--- src/vss_pkg.sv ---
// shared types, constants and glyph lookup for the seven-segment voltmeter scan block
// no dependencies; imported by every module of the block
package vss_pkg;

  localparam int SAMPLE_W  = 8;
  localparam int CENTI_W   = 10;
  localparam int SCALED_W  = 18;   // reading * full scale + rounding offset
  localparam int RECIP_W   = 19;
  localparam int RECIP_SH  = 26;
  localparam int PROD_W    = SCALED_W + RECIP_W;
  localparam int SEG_W     = 8;
  localparam int POS_W     = 2;
  localparam int EN_W      = 4;

  localparam logic [CENTI_W-1:0]  FULL_SCALE_RESET = 10'd330;
  localparam logic [SCALED_W-1:0] ROUND_OFS        = 18'd127;  // half of 255, rounded down
  // ceil(2^26 / 255): exact floor division by 255 for every scaled value in range
  localparam logic [RECIP_W-1:0]  RECIP_255        = 19'd263173;
  localparam logic [CENTI_W:0]    MAX_CENTI        = 11'd999;

  localparam logic KIND_SAMPLE = 1'b0;
  localparam logic KIND_TICK   = 1'b1;

  localparam logic [POS_W-1:0] POS_UNITS      = 2'd0;
  localparam logic [POS_W-1:0] POS_TENTHS     = 2'd1;
  localparam logic [POS_W-1:0] POS_HUNDREDTHS = 2'd2;
  localparam logic [POS_W-1:0] POS_BLANK      = 2'd3;

  localparam logic [SEG_W-1:0] SEG_DASH  = 8'hBF;
  localparam logic [SEG_W-1:0] SEG_BLANK = 8'hFF;
  localparam logic [SEG_W-1:0] SEG_POINT = 8'h80;

  typedef struct packed {
    logic                kind;
    logic [SCALED_W-1:0] scaled;
  } mid_t;

  typedef struct packed {
    logic [SEG_W-1:0] segments;
    logic [EN_W-1:0]  digit_enable;
  } res_t;

  // active-low glyphs, bit 0 is segment a
  function automatic logic [SEG_W-1:0] glyph(input logic [3:0] d);
    logic [SEG_W-1:0] g;
    unique case (d)
      4'd0:    g = 8'hC0;
      4'd1:    g = 8'hF9;
      4'd2:    g = 8'hA4;
      4'd3:    g = 8'hB0;
      4'd4:    g = 8'h99;
      4'd5:    g = 8'h92;
      4'd6:    g = 8'h82;
      4'd7:    g = 8'hF8;
      4'd8:    g = 8'h80;
      4'd9:    g = 8'h90;
      default: g = SEG_BLANK;
    endcase
    return g;
  endfunction

endpackage

--- src/vss_front.sv ---
// front end: input acceptance, full-scale register, reading multiply and two-entry queue
// depends on vss_pkg
module vss_front (
  input  logic                          clk,
  input  logic                          rst_n,
  input  logic                          in_push,
  output logic                          in_full,
  input  logic                          in_kind,
  input  logic [vss_pkg::SAMPLE_W-1:0]  in_sample,
  input  logic                          cfg_valid,
  output logic                          cfg_ready,
  input  logic [vss_pkg::CENTI_W-1:0]   cfg_full_scale_centivolts,
  output logic                          q_valid,
  output vss_pkg::mid_t                 q_head,
  input  logic                          q_pop
);
  import vss_pkg::*;

  logic [CENTI_W-1:0]  fs_r;
  mid_t                entry_r [2];
  logic                wr_ptr_r, rd_ptr_r;
  logic [1:0]          cnt_r, cnt_nxt;
  logic                push_ok, pop_ok;
  logic [SCALED_W-1:0] prod;
  mid_t                new_entry;

  assign cfg_ready = 1'b1;
  assign in_full   = (cnt_r == 2'd2);
  assign push_ok   = in_push && !in_full;
  assign q_valid   = (cnt_r != 2'd0);
  assign pop_ok    = q_pop && q_valid;
  assign q_head    = entry_r[rd_ptr_r];

  // reading times full scale plus the rounding offset, registered into the queue
  assign prod             = SCALED_W'(in_sample) * SCALED_W'(fs_r);
  assign new_entry.kind   = in_kind;
  assign new_entry.scaled = prod + ROUND_OFS;

  always_comb begin
    cnt_nxt = cnt_r;
    if (push_ok && !pop_ok) begin
      cnt_nxt = cnt_r + 2'd1;
    end else if (pop_ok && !push_ok) begin
      cnt_nxt = cnt_r - 2'd1;
    end
  end

  always_ff @(posedge clk) begin
    if (!rst_n) begin
      fs_r     <= FULL_SCALE_RESET;
      wr_ptr_r <= 1'b0;
      rd_ptr_r <= 1'b0;
      cnt_r    <= 2'd0;
    end else begin
      if (cfg_valid && cfg_ready) begin
        fs_r <= cfg_full_scale_centivolts;
      end
      if (push_ok) begin
        wr_ptr_r <= !wr_ptr_r;
      end
      if (pop_ok) begin
        rd_ptr_r <= !rd_ptr_r;
      end
      cnt_r <= cnt_nxt;
    end
  end

  always_ff @(posedge clk) begin
    if (push_ok) begin
      entry_r[wr_ptr_r] <= new_entry;
    end
  end

endmodule

--- src/vss_back.sv ---
// back end: divide by full code, held value, scan position, digit decode and result queue
// depends on vss_pkg
module vss_back (
  input  logic                       clk,
  input  logic                       rst_n,
  input  logic                       q_valid,
  input  vss_pkg::mid_t              q_head,
  output logic                       q_pop,
  output logic                       out_empty,
  input  logic                       out_pop,
  output logic [vss_pkg::SEG_W-1:0]  out_segments,
  output logic [vss_pkg::EN_W-1:0]   out_digit_enable
);
  import vss_pkg::*;

  logic [CENTI_W-1:0] held_r, held_nxt;
  logic               valid_r;
  logic [POS_W-1:0]   pos_r;
  res_t               res_r [2];
  logic               wr_ptr_r, rd_ptr_r;
  logic [1:0]         ocnt_r, ocnt_nxt;
  logic               do_sample, do_tick, opop_ok;
  logic [PROD_W-1:0]  quot_prod;
  logic [CENTI_W:0]   quot;
  logic [15:0]        h_prod;
  logic [3:0]         d_hund;
  logic [6:0]         rem_hund;
  logic [14:0]        t_prod;
  logic [3:0]         d_ten;
  logic [3:0]         d_unit;
  res_t               new_res;

  assign q_pop     = q_valid && (q_head.kind == KIND_SAMPLE || ocnt_r != 2'd2);
  assign do_sample = q_pop && (q_head.kind == KIND_SAMPLE);
  assign do_tick   = q_pop && (q_head.kind == KIND_TICK);

  // floor division by 255 through the reciprocal, then saturate
  assign quot_prod = PROD_W'(q_head.scaled) * PROD_W'(RECIP_255);
  assign quot      = quot_prod[RECIP_SH +: CENTI_W+1];
  assign held_nxt  = (quot > MAX_CENTI) ? CENTI_W'(MAX_CENTI) : quot[CENTI_W-1:0];

  // digit split of the held value, exact for values up to 999
  assign h_prod   = 16'(held_r) * 16'd41;
  assign d_hund   = h_prod[15:12];
  assign rem_hund = 7'(held_r - 10'(d_hund) * 10'd100);
  assign t_prod   = 15'(rem_hund) * 15'd205;
  assign d_ten    = t_prod[14:11];
  assign d_unit   = 4'(rem_hund - 7'(d_ten) * 7'd10);

  always_comb begin
    if (!valid_r) begin
      new_res.segments = SEG_DASH;
    end else begin
      unique case (pos_r)
        POS_UNITS:      new_res.segments = glyph(d_hund) & ~SEG_POINT;
        POS_TENTHS:     new_res.segments = glyph(d_ten);
        POS_HUNDREDTHS: new_res.segments = glyph(d_unit);
        POS_BLANK:      new_res.segments = SEG_BLANK;
        default:        new_res.segments = SEG_BLANK;
      endcase
    end
    new_res.digit_enable = EN_W'(1) << pos_r;
  end

  assign out_empty        = (ocnt_r == 2'd0);
  assign opop_ok          = out_pop && !out_empty;
  assign out_segments     = res_r[rd_ptr_r].segments;
  assign out_digit_enable = res_r[rd_ptr_r].digit_enable;

  always_comb begin
    ocnt_nxt = ocnt_r;
    if (do_tick && !opop_ok) begin
      ocnt_nxt = ocnt_r + 2'd1;
    end else if (opop_ok && !do_tick) begin
      ocnt_nxt = ocnt_r - 2'd1;
    end
  end

  always_ff @(posedge clk) begin
    if (!rst_n) begin
      held_r   <= '0;
      valid_r  <= 1'b0;
      pos_r    <= POS_UNITS;
      wr_ptr_r <= 1'b0;
      rd_ptr_r <= 1'b0;
      ocnt_r   <= 2'd0;
    end else begin
      if (do_sample) begin
        held_r  <= held_nxt;
        valid_r <= 1'b1;
      end
      if (do_tick) begin
        pos_r    <= pos_r + 2'd1;
        wr_ptr_r <= !wr_ptr_r;
      end
      if (opop_ok) begin
        rd_ptr_r <= !rd_ptr_r;
      end
      ocnt_r <= ocnt_nxt;
    end
  end

  always_ff @(posedge clk) begin
    if (do_tick) begin
      res_r[wr_ptr_r] <= new_res;
    end
  end

endmodule

--- src/voltmeter_seven_segment_scan_top.sv ---
// path: a tick is registered in the front queue, then decoded into the result queue when that has
//   room and reaches the result ports at the queue head; a sample updates the value for any later tick
// throughput: one transaction per cycle while results drain; divide and digit decode are combinational
// reset: synchronous active-low rst_n; full scale returns to 3.30 V, queues empty,
//   scan position 0, and every position shows a dash until the first sample
// depends on vss_pkg, vss_front, vss_back
module voltmeter_seven_segment_scan_top (
  input  logic                          clk,
  input  logic                          rst_n,
  // input queue side
  input  logic                          in_push,
  output logic                          in_full,
  input  logic                          in_kind,
  input  logic [vss_pkg::SAMPLE_W-1:0]  in_sample,
  // result queue side
  output logic                          out_empty,
  input  logic                          out_pop,
  output logic [vss_pkg::SEG_W-1:0]     out_segments,
  output logic [vss_pkg::EN_W-1:0]      out_digit_enable,
  // full-scale register write
  input  logic                          cfg_valid,
  output logic                          cfg_ready,
  input  logic [vss_pkg::CENTI_W-1:0]   cfg_full_scale_centivolts
);
  import vss_pkg::*;

  // front to back queue head
  logic q_valid;
  logic q_pop;
  mid_t q_head;

  // front: takes transactions of both kinds while its queue has room, multiplies the reading by full
  // scale in the accepting cycle and parks the product in a two-entry queue in order
  vss_front u_front (
    .clk                       (clk),
    .rst_n                     (rst_n),
    .in_push                   (in_push),
    .in_full                   (in_full),
    .in_kind                   (in_kind),
    .in_sample                 (in_sample),
    .cfg_valid                 (cfg_valid),
    .cfg_ready                 (cfg_ready),
    .cfg_full_scale_centivolts (cfg_full_scale_centivolts),
    .q_valid                   (q_valid),
    .q_head                    (q_head),
    .q_pop                     (q_pop)
  );

  // back: samples divide by 255, rounded by the offset added in front, and saturate into the held value;
  // ticks decode the current position into the result queue and advance the scan
  vss_back u_back (
    .clk              (clk),
    .rst_n            (rst_n),
    .q_valid          (q_valid),
    .q_head           (q_head),
    .q_pop            (q_pop),
    .out_empty        (out_empty),
    .out_pop          (out_pop),
    .out_segments     (out_segments),
    .out_digit_enable (out_digit_enable)
  );

endmodule

--- config.mk ---
export PLATFORM = sky130hd
export DESIGN_NAME = voltmeter_seven_segment_scan_top
export DESIGN_NICKNAME = d
export VERILOG_FILES = /design/src/vss_pkg.sv /design/src/vss_front.sv /design/src/vss_back.sv /design/src/voltmeter_seven_segment_scan_top.sv
export SDC_FILE = /design/constraint.sdc
export NUM_CORES = 1
export LEC_CHECK = 0
export ABC_CLOCK_PERIOD_IN_PS = 13550
export BUFFER_PORTS_ARGS = -buffer_cell sky130_fd_sc_hd__buf_2
export CAP_MARGIN = 10
export CORE_MARGIN = 2
export CORE_UTILIZATION = 47
export DETAILED_ROUTE_END_ITERATION = 7
export PLACE_DENSITY = 0.73
export SLEW_MARGIN = 40
export SYNTH_ARGS = -nofsm -noshare
export SYNTH_HDL_FRONTEND = slang
export SYNTH_HIERARCHICAL = 1
export SYNTH_SLANG_ARGS = --single-unit
--- constraint.sdc ---
create_clock -name clk -period 13.55 [get_ports clk]
set_input_delay 1.355 -clock clk [delete_from_list [all_inputs] [get_ports clk]]
set_output_delay 1.355 -clock clk [all_outputs]
set_load 0.1 [all_outputs]
# Word-level counts from Yosys, hierarchy flattened
# Memory sizes are Yosys's and may differ from the RTL's. A register that Yosys moved wholly into a read port is not among the register bits.
# Cells that the tools add are included.
[totals]
reg_bits = 31
mem_bits_rw = 62
mem_bits_ro = 336
in_bits = 24
out_inout_bits = 15
word_cells = 78
n_memories = 5
[op_classes]
add_sub_neg = 8
n_mul = 6
magnitude_cmp = 1
n_eq_ne = 5
shift = 1
muxes = 15
bitwise_logic = 1
reduce_logical = 26
[memory_table]
columns = ["memory", "depth", "word_bits", "rd", "rd_ports_with_merged_regs", "write_ports", "line", "text"]
rows = [
  ["(no name shown)", 16, 7, 1, 0, 0, "vss_pkg.sv:46", "unique case (d)"],
  ["(no name shown)", 16, 7, 1, 0, 0, "vss_pkg.sv:46", ""],
  ["(no name shown)", 16, 7, 1, 0, 0, "vss_pkg.sv:46", ""],
  ["u_front.entry_r", 2, 19, 1, 1, 1, "vss_front.sv:20", "mid_t entry_r [2];"],
  ["u_back.res_r", 2, 12, 1, 1, 1, "vss_back.sv:19", "res_t res_r [2];"],
]
[ops]
columns = ["op", "count"]
rows = [
  ["18-bit by 19-bit multiplier with 37-bit output, second input constant", 1],
  ["8-bit case mux with 4 select lines", 1],
  ["18-bit by 7-bit adder with 18-bit output, second input constant", 1],
  ["8-bit by 10-bit multiplier with 18-bit output", 1],
  ["10-bit by 6-bit multiplier with 16-bit output, second input constant", 1],
  ["7-bit by 8-bit multiplier with 15-bit output, second input constant", 1],
  ["11-bit by 10-bit > comparator with 1-bit output, second input constant", 1],
  ["1-bit logical AND", 10],
  ["1-bit zero test", 10],
  ["10-bit 2-to-1 mux", 1],
  ["1-bit 2-to-1 mux", 8],
  ["2-bit 2-to-1 mux", 4],
  ["8-bit 2-to-1 mux", 1],
  ["7-bit subtractor", 1],
  ["2-bit by 1-bit adder with 2-bit output, second input constant", 3],
  ["2-bit == test, second input constant", 3],
  ["2-bit nonzero test", 3],
  ["4-bit by 5-bit multiplier with 5-bit output, second input constant", 1],
  ["2-bit zero test", 2],
  ["4-bit by 3-bit multiplier with 3-bit output, second input constant", 1],
  ["1-bit by 2-bit << shifter with 4-bit output, first input constant", 1],
  ["2-bit by 1-bit subtractor with 2-bit output, second input constant", 2],
  ["4-bit subtractor", 1],
  ["2-bit by 1-bit == test with 1-bit output, second input constant", 1],
  ["other kinds (3)", 3],
]

# Longest topological paths before layout
# Gate-level depths: netlist (run 1).
# An unclocked memory read counts as a cell.
[logic_depth]
word_depth = 9
depth_mapped = 39
mapped_depth_nobuf = 39

# By module
# Netlist (run 1), hierarchy kept.
[by_module_without_submodules]
columns = ["module", "n_inst", "cells_per_inst", "area_per_inst_um2"]
rows = [
  ["vss_back", 1, 688, 6527.5],
  ["vss_front", 1, 472, 4892.2],
]

# Worst setup path after synthesis (run 1)
# OpenSTA, ideal clock, no wires.
[synth_path]
path_kind = "register to register"
from = "reg u_back.held_r[4]"
to = "mem u_back/res_r[0][10] in the netlist's numbering, data pin"
setup_ps = 272
arrival_time_ps = 9426
setup_slack_ps = 3852
stages_incl_launch_ff = 39
n_path_buf = 0
cell_sequence = "dfxtp_1 -> ha_1 -> fa_1 -> ha_1 -> ha_1 -> and3_1 -> a221oi_1 -> o2111a_1 -> o31a_1 -> xor2_1 -> inv_1 -> ha_1 -> inv_1 -> ha_1 -> a21oi_1 -> xnor2_1 -> ha_1 -> ha_1 -> (+3 left out) -> inv_1 -> ha_1 -> a21oi_1 -> a211o_1 -> nand3_1 -> a21oi_1 -> xor2_1 -> inv_1 -> ha_1 -> fa_1 -> xnor2_1 -> nor3b_1 -> a221oi_1 -> nand3_1 -> xor2_2 -> o21a_1 -> a2111oi_2 -> a211oi_2"
[synth_lines]
columns = ["item", "line", "text"]
rows = [
  ["start: declaration", "vss_back.sv:16", "logic [CENTI_W-1:0] held_r, held_nxt;"],
  ["start signal: assignment", "vss_back.sv:89", "held_r <= held_nxt;"],
  ["end: declaration", "vss_back.sv:19", ""],
]

==> results of run 1 <==
[worst register-to-register path, delay by kind of cell (launching register included)]
kind / cells / cell delay [ns]
AOI/OAI and AO/OA: 11 / 2.53
xor gates and xnor gates: 5 / 1.82
adders and majority gates: 13 / 4.52
buffers and inverters: 5 / 0.55
DFF: 1 / 0.54
and+or+nand+nor: 4 / 0.60
[cell usage in the layout, fill, tap and decap left out, types with 4 or more instances in the layout]
cell / netlist / final
a211oi_1: 9 / 9
dfxtp_1: 33 / 32
ha_1: 223 / 223
and3_1: 7 / 6
a21oi_1: 43 / 43
nand2b_1: 5 / 5
xnor2_1: 21 / 21
clkbuf_16: 0 / 9
o21a_1: 6 / 6
nor3_1: 14 / 13
edfxtp_1: 62 / 62
o21ai_0: 29 / 29
nand3_1: 24 / 24
fa_1: 81 / 81
or3_1: 5 / 5
nor2_1: 48 / 47
or2_2: 4 / 4
nor2b_1: 8 / 8
mux2i_1: 12 / 12
and2_1: 55 / 55
a221oi_1: 5 / 5
a31oi_1: 7 / 7
a21o_1: 10 / 10
mux2_2: 35 / 35
buf_2: 5 / 37
nand2_1: 86 / 86
a211o_1: 4 / 4
nand4_1: 4 / 4
a32oi_1: 6 / 6
inv_1: 170 / 170
o211ai_1: 7 / 7
xor2_1: 20 / 20
[metrics by stage]
stage | cells | instance area [µm²] | util | worst slack [ns] | hold slack [ns]
finish | 1507 | 12170 | 0.5048 | 2.729 | 0.5038
global route | 1507 | 12170 | 0.5048 | 1.985 | 0.5299
CTS | 1507 | 12160 | 0.5046 | 2.700 | 0.5119
detailed placement | 1491 | 11880 | 0.4929 | 2.721 | 0.4917
global placement | 1491 | 11880 | 0.4927 | 3.165 | 0.4829
floorplan | 1160 | 11420 | - | 3.852 | 0.4692
[cell families (layout without fill, tap and decap cells)]
group | count (synthesis) | after routing | share of synthesized area
XOR/XNOR | 42 | 42 | 0.03287
AND/OR/NAND/NOR | 283 | 283 | 0.1263
other | 1 | 1 | 0.0003284
multiplexers | 47 | 47 | 0.04503
AO/OA/AOI/OAI | 185 | 185 | 0.1182
buffers and inverters | 201 | 224 | 0.06826
flip-flops | 95 | 95 | 0.2209
adder cells (fa/ha/maj) | 306 | 306 | 0.3881
[per-layer routing]
layer  up-vias  wire (µm)  part of all wire  global-route usage
met4         0        313             0.014             0.03890
met2       154      11890              0.52              0.3371
met5         -          0                 0                   0
li1       4054          -                 -                   -
met3        32        617             0.027             0.01974
met1      4013      10170              0.44              0.2299
[area by class of cell]
cell class / count / area (µm²)
fill: 2223 / 11940
multi-input combinational: 864 / 8127
sequential: 95 / 2524
inverter: 170 / 638.1
tap: 324 / 405.4
clock buffer: 10 / 229.0
timing repair buffer: 38 / 192.7
clock inverter: 6 / 52.55
[worst max path at each step]
| stage | slack [ns] | endpoint | startpoint |
|---|---|---|---|
| 2_1_floorplan | 3.85 | u_back/res_r[0][10] | u_back/held_r[4] |
| 3_3_place_gp | 3.16 | u_back/res_r[0][10] | u_back/held_r[1] |
| 3_5_place_dp | 2.72 | u_back/res_r[1][10] | u_back/held_r[1] |
| 4_1_cts | 2.70 | u_back/res_r[0][10] | u_back/held_r[1] |
| 5_1_grt | 1.98 | u_back/res_r[0][10] | u_back/held_r[1] |
| 6_report | 2.73 | u_back/res_r[0][10] | u_back/held_r[1] |
[registers in the layout, indices dropped and copies added (netlist names), 2 cells and up, named ones only]
register	cells
u_back/held_r	10
u_back/ocnt_r	2
u_back/pos_r	2
u_back/res_r	24
u_front/cnt_r	2
u_front/entry_r	38
u_front/fs_r	10
==> impl_metrics.py, run 1 <==
metrics = {
    "outcome": {
        "status": "finished clean",
    },
    "floorplanning": {
        "die_w_um": 159.9,
        "die_h_um": 159.9,
        "dieArea_um2": 25560,
        "start_util": 0.4737,
        "rows": 57,
        "ioPinCount": 39,
        "core_area_um2": 24110,
    },
    "worst_setup_path": {
        "slowest_stage": "dfxtp_1",
        "crit_path_start_kind": "flip-flop",
        "arrival_ns": 10.90,
        "crit_path_max_incr_delay_ns": 0.54,
        "crit_buf_inv": 5,
        "path_class": "flip-flop to flip-flop",
        "crit_top_cell": "ha_1",
        "rr_startpoint": "u_back/held_r[1]",
        "cp_top_family": "adder cells",
        "r2r-end": "u_back/res_r[0][10]",
        "crit_path_end_kind": "flip-flop",
        "r2r_setup_slack_ns": 2.73,
        "cp.depth": 38,
        "worstRegToRegCells": 38,
        "cp_max_fo": 10,
        "worst-endpoint-required_ns": 13.63,
    },
    "timing": {
        "clock.fmax_mhz": 92.41,
        "rsz0062_at_grt": "no",
        "hold_viol_final": 0,
        "slew_headroom": 0.4202,
        "worstMarginPinSlew_ns": 0.8478,
        "report.final.slew_viol_count": 0,
        "finalSetupViolCount": 0,
        "setup_tns_ns": 0,
        "skew_ns": 0.01001,
        "fin_crit_sh": 0.7986,
        "period_minus_slack_ns": 10.82,
    },
    "clock_network": {
        "htreeDepth": 3,
        "cts_made_buffers": 9,
        "postCtsHoldBufs": 0,
        "cts-resized-gates": 0,
        "post_cts_buffers": 0,
        "cts_sinks": 95,
        "clock-root-buffer": "clkbuf_16",
        "cts_tree": "yes",
        "cts_buffer_depth": 2,
        "cts.clk_slew.worst_paths_ns": 0.07,
        "clk_latency_ns": 0.35,
    },
    "grt": {
        "grt_max_degree": 23,
        "grt_pass1_wl_um": 39040,
        "grt.total_usage": 0.1824,
        "grt_overflow_total": 0,
        "antenna_found_initial": 0,
        "grt_pass1_vias": 8434,
    },
    "route": {
        "wl_per_cell_um": 15.26,
        "vias": 8253,
        "first_pass_iters": 5,
        "drt-vias-per-instance": 5.476,
        "antenna_left": 0,
        "wl_um": 22990,
        "drtIter0Drc": 578,
        "drcViolationCount": 0,
    },
    "logic_synthesis": {
        "syn_inst": 1160,
        "synth_edf_count": 62,
        "ys_top_cells_by_area": "ha_1 (24%), edfxtp_1 (16%), fa_1 (14%)",
        "ys_seq_elements": 95,
        "synthArstFlopShare": 0,
        "synth_top_area_share": 0.2443,
        "syn_avg_cell_area_um2": 9.845,
        "yosysTopAreaCell": "ha_1",
        "seq_area_frac_synth": 0.2209,
        "yosysWarnings": 6,
        "ys.flop_type": "edfxtp_1",
        "synthTopCellsByCount": "ha_1 (223), inv_1 (170), nand2_1 (86)",
        "yosysMostFrequentCell": "ha_1",
        "synth_nets": 1488,
        "syn-cell-area_um2": 11420,
        "ys_types": 84,
    },
    "placed_design": {
        "portBuffers": 37,
        "dp_hpwl_um": 18480,
        "routabilityCongestion": 0.8702,
    },
    "finish": {
        "diodes": 0,
        "area_delta_synth_final_pct": 6.552,
        "layout-drive-gt1-share": 0.1040,
        "nets": 1506,
    },
    "flow_run": {
        "drv_cap": 0,
    },
    "min_path": {
        "hold_depth": 2,
        "hold_class": "flip-flop to flip-flop",
        "hp-start": "u_back/rd_ptr_r",
    },
}
Power of run 1 is not shown: default switching activity piles up to over one toggle a cycle in this logic, so the estimate is an artifact.
==> inputs of run 2 (changes only) <==
--- a/config.mk
+++ b/config.mk
@@ -5,13 +5,14 @@
 export SDC_FILE = /design/constraint.sdc
 export NUM_CORES = 1
 export LEC_CHECK = 0
-export ABC_CLOCK_PERIOD_IN_PS = 13550
+export ABC_AREA = 1
+export ABC_CLOCK_PERIOD_IN_PS = 9800
 export BUFFER_PORTS_ARGS = -buffer_cell sky130_fd_sc_hd__buf_2
 export CAP_MARGIN = 10
 export CORE_MARGIN = 2
 export CORE_UTILIZATION = 47
 export DETAILED_ROUTE_END_ITERATION = 7
-export PLACE_DENSITY = 0.73
+export PLACE_DENSITY = 0.76
 export SLEW_MARGIN = 40
 export SYNTH_ARGS = -nofsm -noshare
 export SYNTH_HDL_FRONTEND = slang
==> constraint.sdc (replaced) <==
create_clock -name clk -period 9.8 [get_ports clk]
set_input_delay 0.98 -clock clk [delete_from_list [all_inputs] [get_ports clk]]
set_output_delay 0.98 -clock clk [all_outputs]
set_load 0.1 [all_outputs]
==> run 2 against run 1 <==
  * Global-route usage grew 1.5 points
  * Area after synthesis is 4.9% higher
  * Final area grew 5.0%
  * Die area rose by 4.8%
  * Highest routed layer unchanged
==> impl_metrics.py, run 2 <==
metrics = {
    "floorplanning": {
        "die_w_um": 163.7,
        "start_util": 0.4772,
        "die_h_um": 163.7,
        "dieArea_um2": 26790,
        "rows": 58,
        "ioPinCount": 39,
        "core_area_um2": 25110,
    },
    "finish": {
        "nets": 1862,
        "area_delta_synth_final_pct": 6.673,
        "reg_top3": "u_front/entry_r: 38 flops, u_back/res_r: 24 flops",
        "final_common_cell": "nand2_1",
        "diodes": 0,
        "fillers": 2319,
        "largest_reg_flops": 38,
        "mostFrequentLayoutCells": "nand2_1 (361), inv_1 (312), ha_1 (223)",
        "regMostFlops": "u_front/entry_r",
        "layout-drive-gt1-share": 0.07992,
    },
    "logic_synthesis": {
        "ys_top_cells_by_area": "ha_1 (23%), edfxtp_1 (16%), fa_1 (14%)",
        "ys.flop_type": "edfxtp_1",
        "yosysWarnings": 6,
        "yosysMostFrequentCell": "nand2_1",
        "syn_avg_cell_area_um2": 7.930,
        "ys_types": 48,
        "seq_area_frac_synth": 0.2105,
        "synthArstFlopShare": 0,
        "synth_nets": 1839,
        "ys_seq_elements": 95,
        "synth_edf_count": 62,
        "yosysTopAreaCell": "ha_1",
        "syn_inst": 1511,
        "synthTopCellsByCount": "nand2_1 (361), inv_1 (312), ha_1 (223)",
        "synth_top_area_share": 0.2328,
        "syn-cell-area_um2": 11980,
    },
    "clock_network": {
        "cts_buffer_depth": 2,
        "htreeDepth": 3,
        "postCtsHoldBufs": 0,
        "post_cts_buffers": 0,
        "cts.clk_slew.worst_paths_ns": 0.07,
        "clock-root-buffer": "clkbuf_16",
        "cts_sinks": 95,
        "cts_made_buffers": 9,
        "cts_tree": "yes",
        "clk_latency_ns": 0.35,
        "cts-resized-gates": 0,
    },
    "route": {
        "wl_per_cell_um": 13.51,
        "wl_um": 25250,
        "first_pass_iters": 5,
        "drtIter0Drc": 528,
        "vias": 9561,
        "antenna_left": 0,
        "drt-vias-per-instance": 5.116,
        "drcViolationCount": 0,
    },
    "placed_design": {
        "dp_hpwl_um": 20710,
        "routabilityCongestion": 0.9181,
        "portBuffers": 37,
    },
    "grt": {
        "grt_overflow_total": 0,
        "grt_pass1_vias": 9527,
        "grt_max_degree": 24,
        "antenna_found_initial": 0,
        "grt_pass1_wl_um": 43070,
        "grt.total_usage": 0.1971,
    },
    "timing": {
        "skew_ns": 0.009970,
        "setup_tns_ns": 0,
        "slew_headroom": 0.5430,
        "worstMarginPinSlew_ns": 0.6848,
        "report.final.slew_viol_count": 0,
        "finalSetupViolCount": 0,
        "rsz0062_at_grt": "no",
        "hold_viol_final": 0,
        "period_minus_slack_ns": 8.813,
        "clock.fmax_mhz": 113.5,
        "fin_crit_sh": 0.8993,
    },
    "outcome": {
        "status": "finished clean",
    },
    "worst_setup_path": {
        "arrival_ns": 8.91,
        "path_class": "flip-flop to flip-flop",
        "crit_path_start_kind": "flip-flop",
        "worst-endpoint-required_ns": 9.90,
        "cp_max_fo": 6,
        "crit_path_end_kind": "flip-flop",
        "crit_path_max_incr_delay_ns": 0.51,
        "slowest_stage": "fa_1",
    },
    "min_path": {
        "hold_class": "flip-flop to flip-flop",
    },
    "flow_run": {
        "drv_cap": 0,
    },
}
run 2: cell count changes in the layout (fill, tap and decap cells not counted), sizes merged, moves of 7 or more:
cell	previous run	this run
and3	9	1
nand3	27	67
xnor2	21	4
o21ai	32	54
and2	55	0
nor2	48	90
inv	173	320
nand4	4	15
a21oi	46	68
a211oi	12	1
mux2i	12	0
nand2	86	372
a21o	10	3
nor2b	8	0
run 2: layer usage:
metal	wire length (µm)	GRT usage
met1	11090	0.2394
met2	12870	0.3686
met3	974	0.02565
met4	310	0.04426
met5	0	0
run 2: cell type report:
| cell class | instances | area, µm² | share of cell area |
|---|---|---|---|
| clock buffer | 11 | 232.7 | 0.01821 |
| clock inverter | 5 | 63.81 | 0.004992 |
| inverter | 320 | 1201 | 0.09397 |
| multi-input combinational | 1069 | 8148 | 0.6374 |
| sequential | 95 | 2524 | 0.1974 |
| tap | 330 | 412.9 | 0.03230 |
| timing repair buffer | 39 | 200.2 | 0.01566 |
run 2: per-stage QoR:
stage	cell area [µm²]	cells	util	setup WS [ns]	hold slack, ns
floorplan	11980	1511	-	1.837	0.4474
finish	12780	1869	0.5091	0.9870	0.4692
global route	12780	1869	0.5091	0.3479	0.4927
CTS	12780	1869	0.5090	1.046	0.4723
global placement	12480	1853	0.4970	1.306	0.4566
detailed placement	12480	1853	0.4972	1.083	0.4627
run 2: worst paths after layout:
path | startpoint | to | slack [ns] | cells past startpoint
max | u_back/held_r[6] | u_back/res_r[1][6] | 0.99 | 42
min | u_front/rd_ptr_r | flip-flop | 0.47 | 2
max reg2reg | u_back/held_r[6] | u_back/res_r[1][6] | 0.99 | 42
min reg2reg | u_front/rd_ptr_r | flip-flop | 0.47 | 2
run 2: critical path: cells and delay by family, from the launching register on:
| kind | cells | cell delay [ns] |
|---|---|---|
| xor gates and xnor gates | 3 | 0.93 |
| buffers and inverters | 9 | 0.71 |
| DFF | 1 | 0.47 |
| and+or+nand+nor | 13 | 1.40 |
| AOI/OAI and AO/OA | 5 | 0.70 |
| adders and majority gates | 12 | 4.33 |
run 2: kinds of logic (layout without fill, tap and decap cells):
| group | after synthesis | after routing | share of synthesized area |
|---|---|---|---|
| AND/OR/NAND/NOR | 571 | 571 | 0.2024 |
| buffers and inverters | 347 | 375 | 0.1100 |
| adder cells (fa/ha/maj) | 304 | 304 | 0.3682 |
| AO/OA/AOI/OAI | 141 | 141 | 0.06338 |
| flip-flops | 95 | 95 | 0.2105 |
| multiplexers | 32 | 32 | 0.03007 |
| XOR/XNOR | 20 | 20 | 0.01525 |
| other | 1 | 1 | 0.0003130 |
Power of run 2 is left out for the same reason.
==> inputs of run 3 (changes only) <==
--- a/config.mk
+++ b/config.mk
@@ -12,6 +12,7 @@
 export CORE_MARGIN = 2
 export CORE_UTILIZATION = 47
 export DETAILED_ROUTE_END_ITERATION = 7
+export MAX_ROUTING_LAYER = met4
 export PLACE_DENSITY = 0.76
 export SLEW_MARGIN = 40
 export SYNTH_ARGS = -nofsm -noshare
==> run 3 against run 2 <==
  * Flip-flop and latch count is the same
  * Via count is 0.65% lower
  * Highest routed layer unchanged
  * First-iteration DRC count grew 1.5%
  * Critical endpoint is now u_back/res_r[0][5]
==> impl_metrics.py, run 3 (same netlist as run 2, synthesis figures left out) <==
metrics = {
    "finish": {
        "diodes": 0,
        "area_delta_synth_final_pct": 6.787,
        "multi_input_area_um2": 8148,
        "seq_area_um2": 2524,
        "largest_reg_flops": 38,
        "nets": 1862,
        "regMostFlops": "u_front/entry_r",
        "fillers": 2384,
        "final_common_cell": "nand2_1",
        "layout-drive-gt1-share": 0.08057,
        "mostFrequentLayoutCells": "nand2_1 (361), inv_1 (312), ha_1 (223)",
        "reg_top3": "u_front/entry_r: 38 flops, u_back/res_r: 24 flops",
    },
    "grt": {
        "grt_overflow_total": 0,
        "antenna_found_initial": 0,
        "grt_pass1_vias": 9803,
        "grt_max_degree": 24,
        "grt.total_usage": 0.2055,
        "grt_pass1_wl_um": 43790,
    },
    "route": {
        "wl_um": 25280,
        "drtIter0Drc": 536,
        "antenna_left": 0,
        "drt-vias-per-instance": 5.082,
        "first_pass_iters": 5,
        "drcViolationCount": 0,
        "wl_per_cell_um": 13.53,
        "vias": 9499,
    },
    "clock_network": {
        "cts-resized-gates": 0,
        "cts_buffer_depth": 2,
        "cts_sinks": 95,
        "post_cts_buffers": 0,
        "postCtsHoldBufs": 0,
        "htreeDepth": 3,
        "clock-root-buffer": "clkbuf_16",
        "cts_tree": "yes",
        "cts_made_buffers": 9,
        "clk_latency_ns": 0.35,
        "cts.clk_slew.worst_paths_ns": 0.08,
    },
    "worst_setup_path": {
        "crit_path_start_kind": "flip-flop",
        "path_class": "flip-flop to flip-flop",
        "worst-endpoint-required_ns": 9.91,
        "arrival_ns": 8.98,
        "slowest_stage": "fa_1",
        "cp_max_fo": 6,
        "rr_startpoint": "u_back/held_r[6]",
        "crit_start": "u_back/held_r[6]",
        "crit_path_end_kind": "flip-flop",
        "crit_buf_inv": 9,
        "crit_path_max_incr_delay_ns": 0.51,
        "cp_top_family": "adder cells",
    },
    "placed_design": {
        "portBuffers": 37,
        "routabilityCongestion": 0.8867,
        "dp_hpwl_um": 21000,
    },
    "timing": {
        "clock.fmax_mhz": 112.7,
        "fin_crit_sh": 0.9051,
        "skew_ns": 0.01242,
        "hold_viol_final": 0,
        "finalSetupViolCount": 0,
        "slew_headroom": 0.5156,
        "setup_tns_ns": 0,
        "period_minus_slack_ns": 8.870,
        "report.final.slew_viol_count": 0,
        "worstMarginPinSlew_ns": 0.7258,
        "rsz0062_at_grt": "no",
    },
    "min_path": {
        "hp-start": "u_front/rd_ptr_r",
        "hold_class": "flip-flop to flip-flop",
    },
    "floorplanning": {
        "die_h_um": 163.7,
        "rows": 58,
        "dieArea_um2": 26790,
        "die_w_um": 163.7,
        "core_area_um2": 25110,
        "ioPinCount": 39,
        "start_util": 0.4772,
    },
    "outcome": {
        "status": "finished clean",
    },
    "flow_run": {
        "drv_cap": 0,
    },
}
[run 3: cell types whose count changed in the layout (fill, tap and decap cells not counted)]
cell / delta
clkinvlp_4: -1
inv_6: -1
clkinv_1: +1
clkbuf_1: -2
inv_8: +3
[run 3: layer usage]
metal  up-vias  routed length (µm)  GRT usage
li1       4839                   -          -
met1      4425               11220     0.2414
met2       188               12670     0.3682
met3        47                 748    0.02235
met4         0                 646    0.06380
met5         -                   0          -
[run 3: path summary, 6_finish.rpt]
path	slack, ns	endpoint	cells after the start
max	0.93	u_back/res_r[0][5]	42
min	0.47	flip-flop	2
max reg2reg	0.93	u_back/res_r[0][5]	42
min reg2reg	0.47	flip-flop	2
[run 3: worst register-to-register path, delay by kind of cell (launching register included)]
kind | cells | cell delay (ns)
XOR/XNOR | 3 | 0.90
AO/OA/AOI/OAI | 5 | 0.74
flip-flops | 1 | 0.47
buffers and inverters | 9 | 0.67
adder cells (fa/ha/maj) | 12 | 4.31
AND/OR/NAND/NOR | 13 | 1.53
[run 3: final cells by class]
class                   count  share of cell area
clock inverters             7            0.006649
repair buffers             39             0.01564
multi-input cells        1069              0.6367
well taps                 330             0.03227
inverters                 320             0.09387
flip-flops and latches     95              0.1972
clock buffers               9             0.01760
[run 3: stage by stage]
| stage | cells | setup WS (ns) | hold WS [ns] | utilization | instance area, µm² |
|---|---|---|---|---|---|
| after global routing | 1869 | 0.1277 | 0.5166 | 0.5096 | 12800 |
| after floorplan | 1511 | 1.837 | 0.4474 | - | 11980 |
| after global placement | 1853 | 1.253 | 0.4547 | 0.4970 | 12480 |
| after detailed placement | 1853 | 0.9941 | 0.4707 | 0.4972 | 12480 |
| final | 1869 | 0.9304 | 0.4699 | 0.5096 | 12800 |
| after CTS | 1869 | 0.9857 | 0.4807 | 0.5096 | 12790 |
Power of run 3 is left out for the same reason.
